File: src/trp_pkg.sv
// Shared constants, codes and types of the transfer ring producer.
package trp_pkg;

  localparam int MAX_SLOTS = 32;
  localparam int RING_SIZE = 256;
  localparam int SLOT_W    = $clog2(MAX_SLOTS);
  localparam int IDX_W     = $clog2(RING_SIZE);

  // TRB type codes, control word bits 15:10
  localparam logic [5:0] TYPE_NORMAL = 6'd1;
  localparam logic [5:0] TYPE_SETUP  = 6'd2;
  localparam logic [5:0] TYPE_DATA   = 6'd3;
  localparam logic [5:0] TYPE_STATUS = 6'd4;
  localparam logic [5:0] TYPE_LINK   = 6'd6;

  // Setup transfer type, control word bits 17:16
  localparam logic [1:0] TRT_NONE = 2'd0;
  localparam logic [1:0] TRT_OUT  = 2'd2;
  localparam logic [1:0] TRT_IN   = 2'd3;

  typedef enum logic [1:0] {
    CODE_OK       = 2'd0,
    CODE_DISABLED = 2'd1,
    CODE_BAD_SLOT = 2'd2,
    CODE_NO_RING  = 2'd3
  } code_t;

  typedef enum logic {
    REG_CTRL_EN = 1'b0,
    REG_SLOTS   = 1'b1
  } reg_idx_t;

  typedef enum logic [2:0] {
    S_IDLE,
    S_ERROR,
    S_SETUP,
    S_DATA,
    S_STATUS,
    S_NORMAL,
    S_LINK
  } state_t;

  typedef enum logic [2:0] {
    TRB_SETUP,
    TRB_DATA,
    TRB_STATUS,
    TRB_NORMAL,
    TRB_LINK,
    TRB_ERROR
  } trb_kind_t;

  typedef struct packed {
    logic       enabled;
    logic [5:0] slots;
  } cfg_t;

  typedef struct packed {
    logic      accept;
    logic      emit;
    trb_kind_t kind;
    logic      last;
  } dp_cmd_t;

  typedef struct packed {
    logic in_err;
    logic in_req_type;
    logic has_data;
    logic wrap;
    logic out_free;
  } dp_stat_t;

endpackage

File: src/trp_regs.sv
// APB configuration registers: controller enable and slot count.
module trp_regs (
  input  logic          clk,
  input  logic          rst,
  input  logic          psel,
  input  logic          penable,
  input  logic          pwrite,
  input  logic [2:0]    paddr,
  input  logic [31:0]   pwdata,
  output logic [31:0]   prdata,
  output logic          pready,
  output trp_pkg::cfg_t cfg
);

  trp_pkg::reg_idx_t reg_idx;
  logic              wr_en;

  assign reg_idx = trp_pkg::reg_idx_t'(paddr[2]);
  assign pready  = 1'b1;
  assign wr_en   = psel & penable & pwrite & pready;

  always_ff @(posedge clk) begin
    if (rst) begin
      cfg.enabled <= 1'b0;
      cfg.slots   <= 6'd0;
    end else if (wr_en) begin
      case (reg_idx)
        trp_pkg::REG_CTRL_EN: cfg.enabled <= pwdata[0];
        trp_pkg::REG_SLOTS:   cfg.slots   <= pwdata[5:0];
        default: ;
      endcase
    end
  end

  always_comb begin
    case (reg_idx)
      trp_pkg::REG_CTRL_EN: prdata = {31'd0, cfg.enabled};
      trp_pkg::REG_SLOTS:   prdata = {26'd0, cfg.slots};
      default:              prdata = 32'd0;
    endcase
  end

endmodule

File: src/trp_ctrl.sv
// Sequencer: steps one request through its TRBs and any Link TRB.
module trp_ctrl (
  input  logic              clk,
  input  logic              rst,
  input  logic              in_valid,
  output logic              in_ready,
  input  trp_pkg::dp_stat_t stat,
  output trp_pkg::dp_cmd_t  cmd
);

  trp_pkg::state_t state, state_next;
  trp_pkg::state_t resume, resume_next;
  trp_pkg::state_t succ;
  logic            trb_state;

  always_ff @(posedge clk) begin
    if (rst) begin
      state  <= trp_pkg::S_IDLE;
      resume <= trp_pkg::S_IDLE;
    end else begin
      state  <= state_next;
      resume <= resume_next;
    end
  end

  // stage that follows the current TRB when no wrap intervenes
  always_comb begin
    case (state)
      trp_pkg::S_SETUP: succ = stat.has_data ? trp_pkg::S_DATA : trp_pkg::S_STATUS;
      trp_pkg::S_DATA:  succ = trp_pkg::S_STATUS;
      default:          succ = trp_pkg::S_IDLE;
    endcase
  end

  always_comb begin
    case (state)
      trp_pkg::S_SETUP, trp_pkg::S_DATA, trp_pkg::S_STATUS, trp_pkg::S_NORMAL:
        trb_state = 1'b1;
      default:
        trb_state = 1'b0;
    endcase
  end

  // next state
  always_comb begin
    state_next  = state;
    resume_next = resume;
    case (state)
      trp_pkg::S_IDLE: begin
        if (in_valid) begin
          if (stat.in_err)           state_next = trp_pkg::S_ERROR;
          else if (stat.in_req_type) state_next = trp_pkg::S_NORMAL;
          else                       state_next = trp_pkg::S_SETUP;
        end
      end
      trp_pkg::S_ERROR: begin
        if (stat.out_free) state_next = trp_pkg::S_IDLE;
      end
      trp_pkg::S_LINK: begin
        if (stat.out_free) state_next = resume;
      end
      default: begin
        if (trb_state && stat.out_free) begin
          if (stat.wrap) begin
            state_next  = trp_pkg::S_LINK;
            resume_next = succ;
          end else begin
            state_next = succ;
          end
        end
      end
    endcase
  end

  // outputs
  always_comb begin
    in_ready   = (state == trp_pkg::S_IDLE);
    cmd.accept = in_valid & in_ready;
    cmd.emit   = (state != trp_pkg::S_IDLE) & stat.out_free;
    case (state)
      trp_pkg::S_ERROR: begin
        cmd.kind = trp_pkg::TRB_ERROR;
        cmd.last = 1'b1;
      end
      trp_pkg::S_SETUP: begin
        cmd.kind = trp_pkg::TRB_SETUP;
        cmd.last = (succ == trp_pkg::S_IDLE) & ~stat.wrap;
      end
      trp_pkg::S_DATA: begin
        cmd.kind = trp_pkg::TRB_DATA;
        cmd.last = (succ == trp_pkg::S_IDLE) & ~stat.wrap;
      end
      trp_pkg::S_STATUS: begin
        cmd.kind = trp_pkg::TRB_STATUS;
        cmd.last = ~stat.wrap;
      end
      trp_pkg::S_NORMAL: begin
        cmd.kind = trp_pkg::TRB_NORMAL;
        cmd.last = ~stat.wrap;
      end
      trp_pkg::S_LINK: begin
        cmd.kind = trp_pkg::TRB_LINK;
        cmd.last = (resume == trp_pkg::S_IDLE);
      end
      default: begin
        cmd.kind = trp_pkg::TRB_ERROR;
        cmd.last = 1'b0;
      end
    endcase
  end

endmodule

File: src/trp_dp.sv
// Datapath: request registers, per-slot ring state, TRB builder, output register.
module trp_dp (
  input  logic              clk,
  input  logic              rst,
  input  trp_pkg::cfg_t     cfg,
  input  trp_pkg::dp_cmd_t  cmd,
  output trp_pkg::dp_stat_t stat,
  input  logic              req_type,
  input  logic [5:0]        slot,
  input  logic [63:0]       setup_packet,
  input  logic [63:0]       buffer_address,
  input  logic [15:0]       data_length,
  input  logic [7:0]        endpoint_address,
  input  logic [63:0]       ring_base,
  output logic              out_valid,
  input  logic              out_ready,
  output logic [5:0]        out_slot,
  output logic [7:0]        entry_index,
  output logic [63:0]       trb_parameter,
  output logic [15:0]       trb_status,
  output logic [31:0]       trb_control,
  output logic              doorbell_ring,
  output logic [4:0]        doorbell_target,
  output logic [1:0]        status_code,
  output logic              last
);

  // per-slot ring state, reset to index 0 and cycle bit 1
  logic [trp_pkg::IDX_W-1:0] enq_table [trp_pkg::MAX_SLOTS];
  logic                      cyc_table [trp_pkg::MAX_SLOTS];

  // request registers
  logic                       r_req;
  logic [5:0]                 r_slot;
  logic [trp_pkg::SLOT_W-1:0] r_sidx;
  logic [63:0]                r_setup;
  logic [63:0]                r_buf;
  logic [15:0]                r_len;
  logic [3:0]                 r_ep;
  logic [63:0]                r_ring;
  trp_pkg::code_t             r_code;
  logic [trp_pkg::IDX_W-1:0]  work_idx;
  logic                       work_cyc;

  trp_pkg::code_t             code_now;
  logic [trp_pkg::SLOT_W-1:0] sidx_now;
  logic [trp_pkg::IDX_W-1:0]  idx_next;
  logic                       cyc_next;
  logic                       has_data;
  logic                       dir_in;
  logic                       ring_upd;
  logic [63:0]                b_param;
  logic [15:0]                b_status;
  logic [31:0]                b_ctl;

  always_comb begin
    if (!cfg.enabled)
      code_now = trp_pkg::CODE_DISABLED;
    else if (slot == 6'd0 || slot > cfg.slots || slot > 6'(trp_pkg::MAX_SLOTS))
      code_now = trp_pkg::CODE_BAD_SLOT;
    else if (ring_base == 64'd0)
      code_now = trp_pkg::CODE_NO_RING;
    else
      code_now = trp_pkg::CODE_OK;
  end

  assign sidx_now = trp_pkg::SLOT_W'(slot - 6'd1);
  assign has_data = (r_buf != 64'd0) && (r_len != 16'd0);
  assign dir_in   = r_setup[7];
  assign ring_upd = cmd.emit && (cmd.kind != trp_pkg::TRB_ERROR);

  assign stat.in_err      = (code_now != trp_pkg::CODE_OK);
  assign stat.in_req_type = req_type;
  assign stat.has_data    = has_data;
  assign stat.wrap        = (work_idx == trp_pkg::IDX_W'(trp_pkg::RING_SIZE - 2));
  assign stat.out_free    = ~out_valid | out_ready;

  // a Link TRB flips the cycle and returns the index to zero
  always_comb begin
    if (cmd.kind == trp_pkg::TRB_LINK) begin
      idx_next = '0;
      cyc_next = ~work_cyc;
    end else begin
      idx_next = work_idx + trp_pkg::IDX_W'(1);
      cyc_next = work_cyc;
    end
  end

  // TRB words without the cycle bit
  always_comb begin
    b_param  = 64'd0;
    b_status = 16'd0;
    b_ctl    = 32'd0;
    case (cmd.kind)
      trp_pkg::TRB_SETUP: begin
        b_param      = r_setup;
        b_status     = 16'd8;
        b_ctl[15:10] = trp_pkg::TYPE_SETUP;
        b_ctl[6]     = 1'b1;
        b_ctl[17:16] = !has_data ? trp_pkg::TRT_NONE :
                       (dir_in ? trp_pkg::TRT_IN : trp_pkg::TRT_OUT);
      end
      trp_pkg::TRB_DATA: begin
        b_param      = r_buf;
        b_status     = r_len;
        b_ctl[15:10] = trp_pkg::TYPE_DATA;
        b_ctl[16]    = dir_in;
      end
      trp_pkg::TRB_STATUS: begin
        b_ctl[15:10] = trp_pkg::TYPE_STATUS;
        b_ctl[5]     = 1'b1;
        b_ctl[16]    = ~has_data | ~dir_in;
      end
      trp_pkg::TRB_NORMAL: begin
        b_param      = r_buf;
        b_status     = r_len;
        b_ctl[15:10] = trp_pkg::TYPE_NORMAL;
        b_ctl[5]     = 1'b1;
      end
      trp_pkg::TRB_LINK: begin
        b_param      = r_ring;
        b_ctl[15:10] = trp_pkg::TYPE_LINK;
        b_ctl[1]     = 1'b1;
      end
      default: ;
    endcase
  end

  always_ff @(posedge clk) begin
    if (rst) begin
      out_valid <= 1'b0;
      for (int i = 0; i < trp_pkg::MAX_SLOTS; i++) begin
        enq_table[i] <= '0;
        cyc_table[i] <= 1'b1;
      end
    end else begin
      if (cmd.emit)
        out_valid <= 1'b1;
      else if (out_ready)
        out_valid <= 1'b0;
      if (ring_upd) begin
        enq_table[r_sidx] <= idx_next;
        cyc_table[r_sidx] <= cyc_next;
      end
    end
  end

  always_ff @(posedge clk) begin
    if (cmd.accept) begin
      r_req    <= req_type;
      r_slot   <= slot;
      r_sidx   <= sidx_now;
      r_setup  <= setup_packet;
      r_buf    <= buffer_address;
      r_len    <= data_length;
      r_ep     <= endpoint_address[3:0];
      r_ring   <= ring_base;
      r_code   <= code_now;
      work_idx <= enq_table[sidx_now];
      work_cyc <= cyc_table[sidx_now];
    end else if (ring_upd) begin
      work_idx <= idx_next;
      work_cyc <= cyc_next;
    end
  end

  always_ff @(posedge clk) begin
    if (cmd.emit) begin
      out_slot <= r_slot;
      last     <= cmd.last;
      if (cmd.kind == trp_pkg::TRB_ERROR) begin
        entry_index     <= 8'd0;
        trb_parameter   <= 64'd0;
        trb_status      <= 16'd0;
        trb_control     <= 32'd0;
        doorbell_ring   <= 1'b0;
        doorbell_target <= 5'd0;
        status_code     <= r_code;
      end else begin
        entry_index     <= work_idx;
        trb_parameter   <= b_param;
        trb_status      <= b_status;
        trb_control     <= {b_ctl[31:1], work_cyc};
        doorbell_ring   <= cmd.last;
        doorbell_target <= !cmd.last ? 5'd0 : (r_req ? {r_ep, 1'b1} : 5'd1);
        status_code     <= trp_pkg::CODE_OK;
      end
    end
  end

endmodule

File: src/transfer_trb_ring_producer_unit.sv
// The first result is registered after the request transfer, once the output is free.
// A request yields N = 1..4 results (Setup/Data/Status/Normal plus at most one Link TRB);
// one TRB is built per cycle into the output register while that register is free.
// The next request is taken once the sequencer returns to idle after the final TRB.
// Synchronous reset clears config, enqueue indexes to 0 and cycle bits to 1 at once.
module transfer_trb_ring_producer_unit (
  input  logic        clk,
  input  logic        rst,
  input  logic        psel,
  input  logic        penable,
  input  logic        pwrite,
  input  logic [2:0]  paddr,
  input  logic [31:0] pwdata,
  output logic [31:0] prdata,
  output logic        pready,
  input  logic        in_valid,
  output logic        in_ready,
  input  logic        req_type,
  input  logic [5:0]  slot,
  input  logic [63:0] setup_packet,
  input  logic [63:0] buffer_address,
  input  logic [15:0] data_length,
  input  logic [7:0]  endpoint_address,
  input  logic [63:0] ring_base,
  output logic        out_valid,
  input  logic        out_ready,
  output logic [5:0]  out_slot,
  output logic [7:0]  entry_index,
  output logic [63:0] trb_parameter,
  output logic [15:0] trb_status,
  output logic [31:0] trb_control,
  output logic        doorbell_ring,
  output logic [4:0]  doorbell_target,
  output logic [1:0]  status_code,
  output logic        last
);

  trp_pkg::cfg_t     cfg;
  trp_pkg::dp_cmd_t  cmd;
  trp_pkg::dp_stat_t stat;

  trp_regs u_regs (
    .clk     (clk),
    .rst     (rst),
    .psel    (psel),
    .penable (penable),
    .pwrite  (pwrite),
    .paddr   (paddr),
    .pwdata  (pwdata),
    .prdata  (prdata),
    .pready  (pready),
    .cfg     (cfg)
  );

  trp_ctrl u_ctrl (
    .clk      (clk),
    .rst      (rst),
    .in_valid (in_valid),
    .in_ready (in_ready),
    .stat     (stat),
    .cmd      (cmd)
  );

  trp_dp u_dp (
    .clk              (clk),
    .rst              (rst),
    .cfg              (cfg),
    .cmd              (cmd),
    .stat             (stat),
    .req_type         (req_type),
    .slot             (slot),
    .setup_packet     (setup_packet),
    .buffer_address   (buffer_address),
    .data_length      (data_length),
    .endpoint_address (endpoint_address),
    .ring_base        (ring_base),
    .out_valid        (out_valid),
    .out_ready        (out_ready),
    .out_slot         (out_slot),
    .entry_index      (entry_index),
    .trb_parameter    (trb_parameter),
    .trb_status       (trb_status),
    .trb_control      (trb_control),
    .doorbell_ring    (doorbell_ring),
    .doorbell_target  (doorbell_target),
    .status_code      (status_code),
    .last             (last)
  );

endmodule

File: config.mk
export PLATFORM = sky130hd
export DESIGN_NAME = transfer_trb_ring_producer_unit
export DESIGN_NICKNAME = d
export VERILOG_FILES = /design/src/trp_pkg.sv /design/src/trp_regs.sv /design/src/trp_ctrl.sv /design/src/trp_dp.sv /design/src/transfer_trb_ring_producer_unit.sv
export SDC_FILE = /design/constraint.sdc
export NUM_CORES = 1
export LEC_CHECK = 0
export BUFFER_PORTS_ARGS = -buffer_cell sky130_fd_sc_hd__buf_4
export CORE_ASPECT_RATIO = 2
export CORE_MARGIN = 2
export CORE_UTILIZATION = 24
export DETAILED_ROUTE_END_ITERATION = 16
export GPL_TIMING_DRIVEN = 0
export REMOVE_ABC_BUFFERS = 1
export SYNTH_ARGS = -nofsm -noshare
export SYNTH_HDL_FRONTEND = slang
export SYNTH_SLANG_ARGS = --single-unit
File: constraint.sdc
create_clock -name clk -period 8.7 [get_ports clk]
set_clock_uncertainty 0.05 [all_clocks]
set_input_delay 0.87 -clock clk [delete_from_list [all_inputs] [get_ports clk]]
set_output_delay 0.87 -clock clk [all_outputs]
set_load 0.1 [all_outputs]
==> impl_metrics.prom <==
# TYPE chip_impl_metric gauge
chip_impl_metric{name="die_h",unit="um"} 476
chip_impl_metric{name="report.final.hold_viol_count",unit=""} 0
chip_impl_info{name="critPathKind",value="flop to flop"} 1
chip_impl_metric{name="syn-mean-instance-area",unit="um2"} 14.8
chip_impl_metric{name="r2r.worst_path.cells",unit=""} 5
chip_impl_info{name="critPathTopFamily",value="simple AND/OR/NAND/NOR gates"} 1
chip_impl_info{name="cts_root_buffer",value="clkbuf_16"} 1
chip_impl_metric{name="clock_path_buffers",unit=""} 3
chip_impl_metric{name="worst_skew_late_latency",unit="ns"} 0.63
chip_impl_metric{name="cts_resized",unit=""} 0
chip_impl_metric{name="drt_iter0_drc",unit=""} 1060
chip_impl_metric{name="synth_cells",unit=""} 1803
chip_impl_metric{name="critical-path-max-stage-delay",unit="ns"} 0.80
chip_impl_metric{name="first_pass_grt_wire_length",unit="um"} 108000
chip_impl_metric{name="first_global_vias",unit=""} 16300
chip_impl_metric{name="vias_per_cell",unit=""} 4.40
chip_impl_info{name="cpMaxStageDelayCell",value="nor2_1"} 1
chip_impl_metric{name="worst-slew-pin-transition",unit="ns"} 1.37
chip_impl_metric{name="yosys_warnings",unit=""} 0
chip_impl_info{name="tritoncts",value="yes"} 1
chip_impl_metric{name="final_antenna_net_count",unit=""} 0
chip_impl_info{name="hold_path.class",value="input pin to flop"} 1
chip_impl_metric{name="finalWirelength",unit="um"} 75300
chip_impl_metric{name="core",unit="um2"} 111000
chip_impl_metric{name="cts_post_setup_buffers_inserted",unit=""} 0
chip_impl_metric{name="cts.sink_count",unit=""} 648
chip_impl_metric{name="post-route-period-util",unit="%"} 46.7
chip_impl_info{name="cp-end-kind",value="flop"} 1
chip_impl_metric{name="nNetsFinal",unit=""} 2360
chip_impl_metric{name="syn2layout_area_growth",unit="%"} 21.9
chip_impl_metric{name="ctsHtreeMaxLevel",unit=""} 2
chip_impl_metric{name="finalSetupViolCount",unit=""} 0
chip_impl_info{name="rsz0062_at_grt",value="false"} 1
chip_impl_info{name="layout_commonest_cell",value="edfxtp_1"} 1
chip_impl_metric{name="drive_above_1_share",unit="%"} 26.3
chip_impl_metric{name="maxClockFrequency",unit="MHz"} 246
chip_impl_metric{name="synth_area",unit="um2"} 26700
chip_impl_metric{name="number_of_placed_cells_counting_well_taps",unit=""} 3519
chip_impl_metric{name="place.detailed.hpwl",unit="um"} 55400
chip_impl_info{name="r2r_end",value="u_dp.enq_table[6][6]"} 1
chip_impl_metric{name="route.detailed.drc",unit=""} 0
chip_impl_metric{name="floorplan_die_area",unit="um2"} 114000
chip_impl_metric{name="critPathMaxFanout",unit=""} 35
chip_impl_metric{name="gp_routability_congestion",unit=""} 0.836
chip_impl_metric{name="yosysUniqueCellTypes",unit=""} 55
chip_impl_metric{name="initial_core_util",unit="%"} 24.1
chip_impl_metric{name="wl_per_cell",unit="um"} 20.8
chip_impl_metric{name="rows",unit=""} 173
chip_impl_info{name="timing.rr.start",value="u_ctrl.state[2]"} 1
chip_impl_info{name="worst_hold_path.endpoint",value="u_dp.r_setup[50]"} 1
chip_impl_info{name="critPathLaunchType",value="flop"} 1
chip_impl_metric{name="synth-seq-cells",unit=""} 648
chip_impl_metric{name="grt_max_degree",unit=""} 79
chip_impl_metric{name="globalRoute.totalOverflow",unit=""} 0
chip_impl_metric{name="ir_worst_vdd",unit="uV"} 250
chip_impl_info{name="outcome",value="finished, final reports clean"} 1
chip_impl_metric{name="port-buffer-count",unit=""} 352
chip_impl_metric{name="grt_util_all_layers",unit="%"} 12.8
chip_impl_metric{name="chipWidth",unit="um"} 240
chip_impl_info{name="min_from",value="setup_packet[50]"} 1
chip_impl_info{name="layout_common_cells",value="603 x edfxtp_1, 351 x buf_4, 281 x nor2_1"} 1
chip_impl_metric{name="worst_setup_hold_path_clk_slew",unit="ns"} 0.07
chip_impl_metric{name="setup.reg_to_reg.worst_slack",unit="ns"} 4.63
chip_impl_metric{name="post_layout_nonfiller_instances",unit=""} 3617
chip_impl_metric{name="yosysSeqAreaShare",unit="%"} 71.1
chip_impl_metric{name="antenna_found_initial",unit=""} 7
chip_impl_info{name="crit_chain",value="nor2_1 -> nor2_1 -> and3b_1 -> nand3_1 -> nand2b_1"} 1
chip_impl_metric{name="synth_enable_flop_cells",unit=""} 603
chip_impl_metric{name="max_slew_margin",unit="%"} 8.35
chip_impl_metric{name="hold_path_depth",unit=""} 1
chip_impl_metric{name="dr_total_vias",unit=""} 15900
chip_impl_metric{name="floorplan.io_pins",unit=""} 435
chip_impl_metric{name="drv_slew",unit=""} 0
chip_impl_metric{name="cts-hold-fix-buffers",unit=""} 0
chip_impl_metric{name="critPathArrivalTime",unit="ns"} 4.27
chip_impl_metric{name="pwr_per_cell_area",unit="nW/um2"} 357
chip_impl_metric{name="post-route-min-period",unit="ns"} 4.07
chip_impl_info{name="cp_common_cell",value="nor2_1"} 1
chip_impl_metric{name="totalPowerFinal",unit="uW"} 11600
chip_impl_metric{name="synthArstFlopShare",unit="%"} 0
chip_impl_info{name="most_instantiated_flip_flop_cell_in_the_synthesis_netlist",value="edfxtp_1"} 1
chip_impl_metric{name="first_pass_iters",unit=""} 5
chip_impl_metric{name="critical_path_buffers_and_inverters",unit=""} 0
chip_impl_metric{name="drv_cap",unit=""} 0
chip_impl_metric{name="worst-endpoint-required",unit="ns"} 8.90
chip_impl_metric{name="power.static_leakage",unit="uW"} 0.0117
chip_impl_metric{name="total_cts_buffers",unit=""} 51
## final cells by class
cell class	count	area, um2
diodes	3	7.51
flip-flops and latches	648	19000
fillers	11100	78200
clock buffers	54	1290
well taps	1487	1860
inverters	18	67.6
clock inverters	41	437
repair buffers	368	3040
multi-input cells	998	6900
## through the flow
stage | setup WS (ns) | setup TNS [ns] | util, % | instance area, um2 | hold WS, ns
after floorplan | -0.544 | -129.73 | - | 25900 | 0.350
after global placement | -4.93 | -1462.71 | 27.5 | 30400 | 0.352
after detailed placement | 4.67 | 0 | 27.9 | 30900 | 0.355
after CTS | 4.64 | 0 | 29.4 | 32600 | 0.333
after global routing | 4.40 | 0 | 29.4 | 32600 | 0.344
final | 4.63 | 0 | 29.4 | 32600 | 0.371
## state kept, by name, summed over array words and instances, names as in the netlist, 8 cells and up
name and flops:
u_dp.cyc_table 32, u_dp.enq_table 256, u_dp.entry_index 8, u_dp.r_buf 64, u_dp.r_len 16, u_dp.r_ring 64
u_dp.r_setup 64, u_dp.trb_control 9, u_dp.trb_parameter 64, u_dp.trb_status 16, u_dp.work_idx 8
## worst max-delay path by stage
stage                     from                      to  slack [ns]  cells after the start
2_1_floorplan  u_ctrl.state[2]           u_dp.work_cyc       -0.54                      5
3_3_place_gp   u_ctrl.state[2]  u_dp.trb_parameter[52]       -4.93                      4
3_5_place_dp   u_ctrl.state[2]    u_dp.enq_table[6][3]        4.67                      5
4_1_cts        u_ctrl.state[2]   u_dp.enq_table[30][1]        4.64                      5
5_1_grt        u_ctrl.state[2]   u_dp.enq_table[31][1]        4.40                      5
6_report       u_ctrl.state[2]    u_dp.enq_table[6][6]        4.63                      5
## cell usage after synthesis, types with 2 or more instances
cell / n / area, um2
dfxtp_1: 45 / 901
conb_1: 2 / 7.51
and2_1: 18 / 113
nor4_1: 37 / 231
and3_1: 24 / 150
xnor2_1: 7 / 61.3
a21oi_1: 21 / 105
edfxtp_1: 603 / 18100
nand3_1: 104 / 521
a21o_1: 3 / 22.5
nand2_1: 18 / 67.6
nand4_1: 13 / 81.3
mux4_2: 72 / 1620
inv_1: 17 / 63.8
mux2_2: 18 / 203
ha_1: 10 / 125
buf_4: 56 / 420
o22ai_1: 10 / 62.6
mux2i_1: 91 / 911
a221o_1: 9 / 90.1
o21ai_0: 137 / 686
clkbuf_1: 69 / 259
a31oi_1: 2 / 12.5
and4_1: 2 / 17.5
buf_2: 34 / 170
a221oi_1: 2 / 17.5
buf_1: 24 / 90.1
nor2_1: 282 / 1060
buf_12: 2 / 40.0
nor2b_1: 9 / 56.3
xor2_1: 2 / 17.5
nor3_1: 3 / 15.0
nand2b_1: 35 / 219
## cell families (layout without fill, tap and decap cells)
logic type | after synthesis | after routing | share of synthesized area [%]
flops | 648 | 648 | 71.1
xor+xnor | 11 | 11 | 0.458
other cells | 2 | 53 | 0.0281
fa+ha+maj | 10 | 10 | 0.468
compound gates | 194 | 194 | 4.08
buf+inv | 205 | 481 | 4.01
mux | 181 | 181 | 10.2
simple gates | 552 | 552 | 9.66
## power by group
part | total, uW | switching (uW) | internal [uW]
Combinational | 4580 | 3690 | 893
Sequential | 4600 | 308 | 4290
Clock | 2460 | 1160 | 1300
Total | 11600 | 5160 | 6480
## metal layers
metal  track usage (%)  part of all wire [%]
met5                 0                 0.016
met4              7.06                   5.5
met3              2.80                   7.5
met2              23.9                    53
met1              12.9                    34
(Power assumes the default switching activity.)
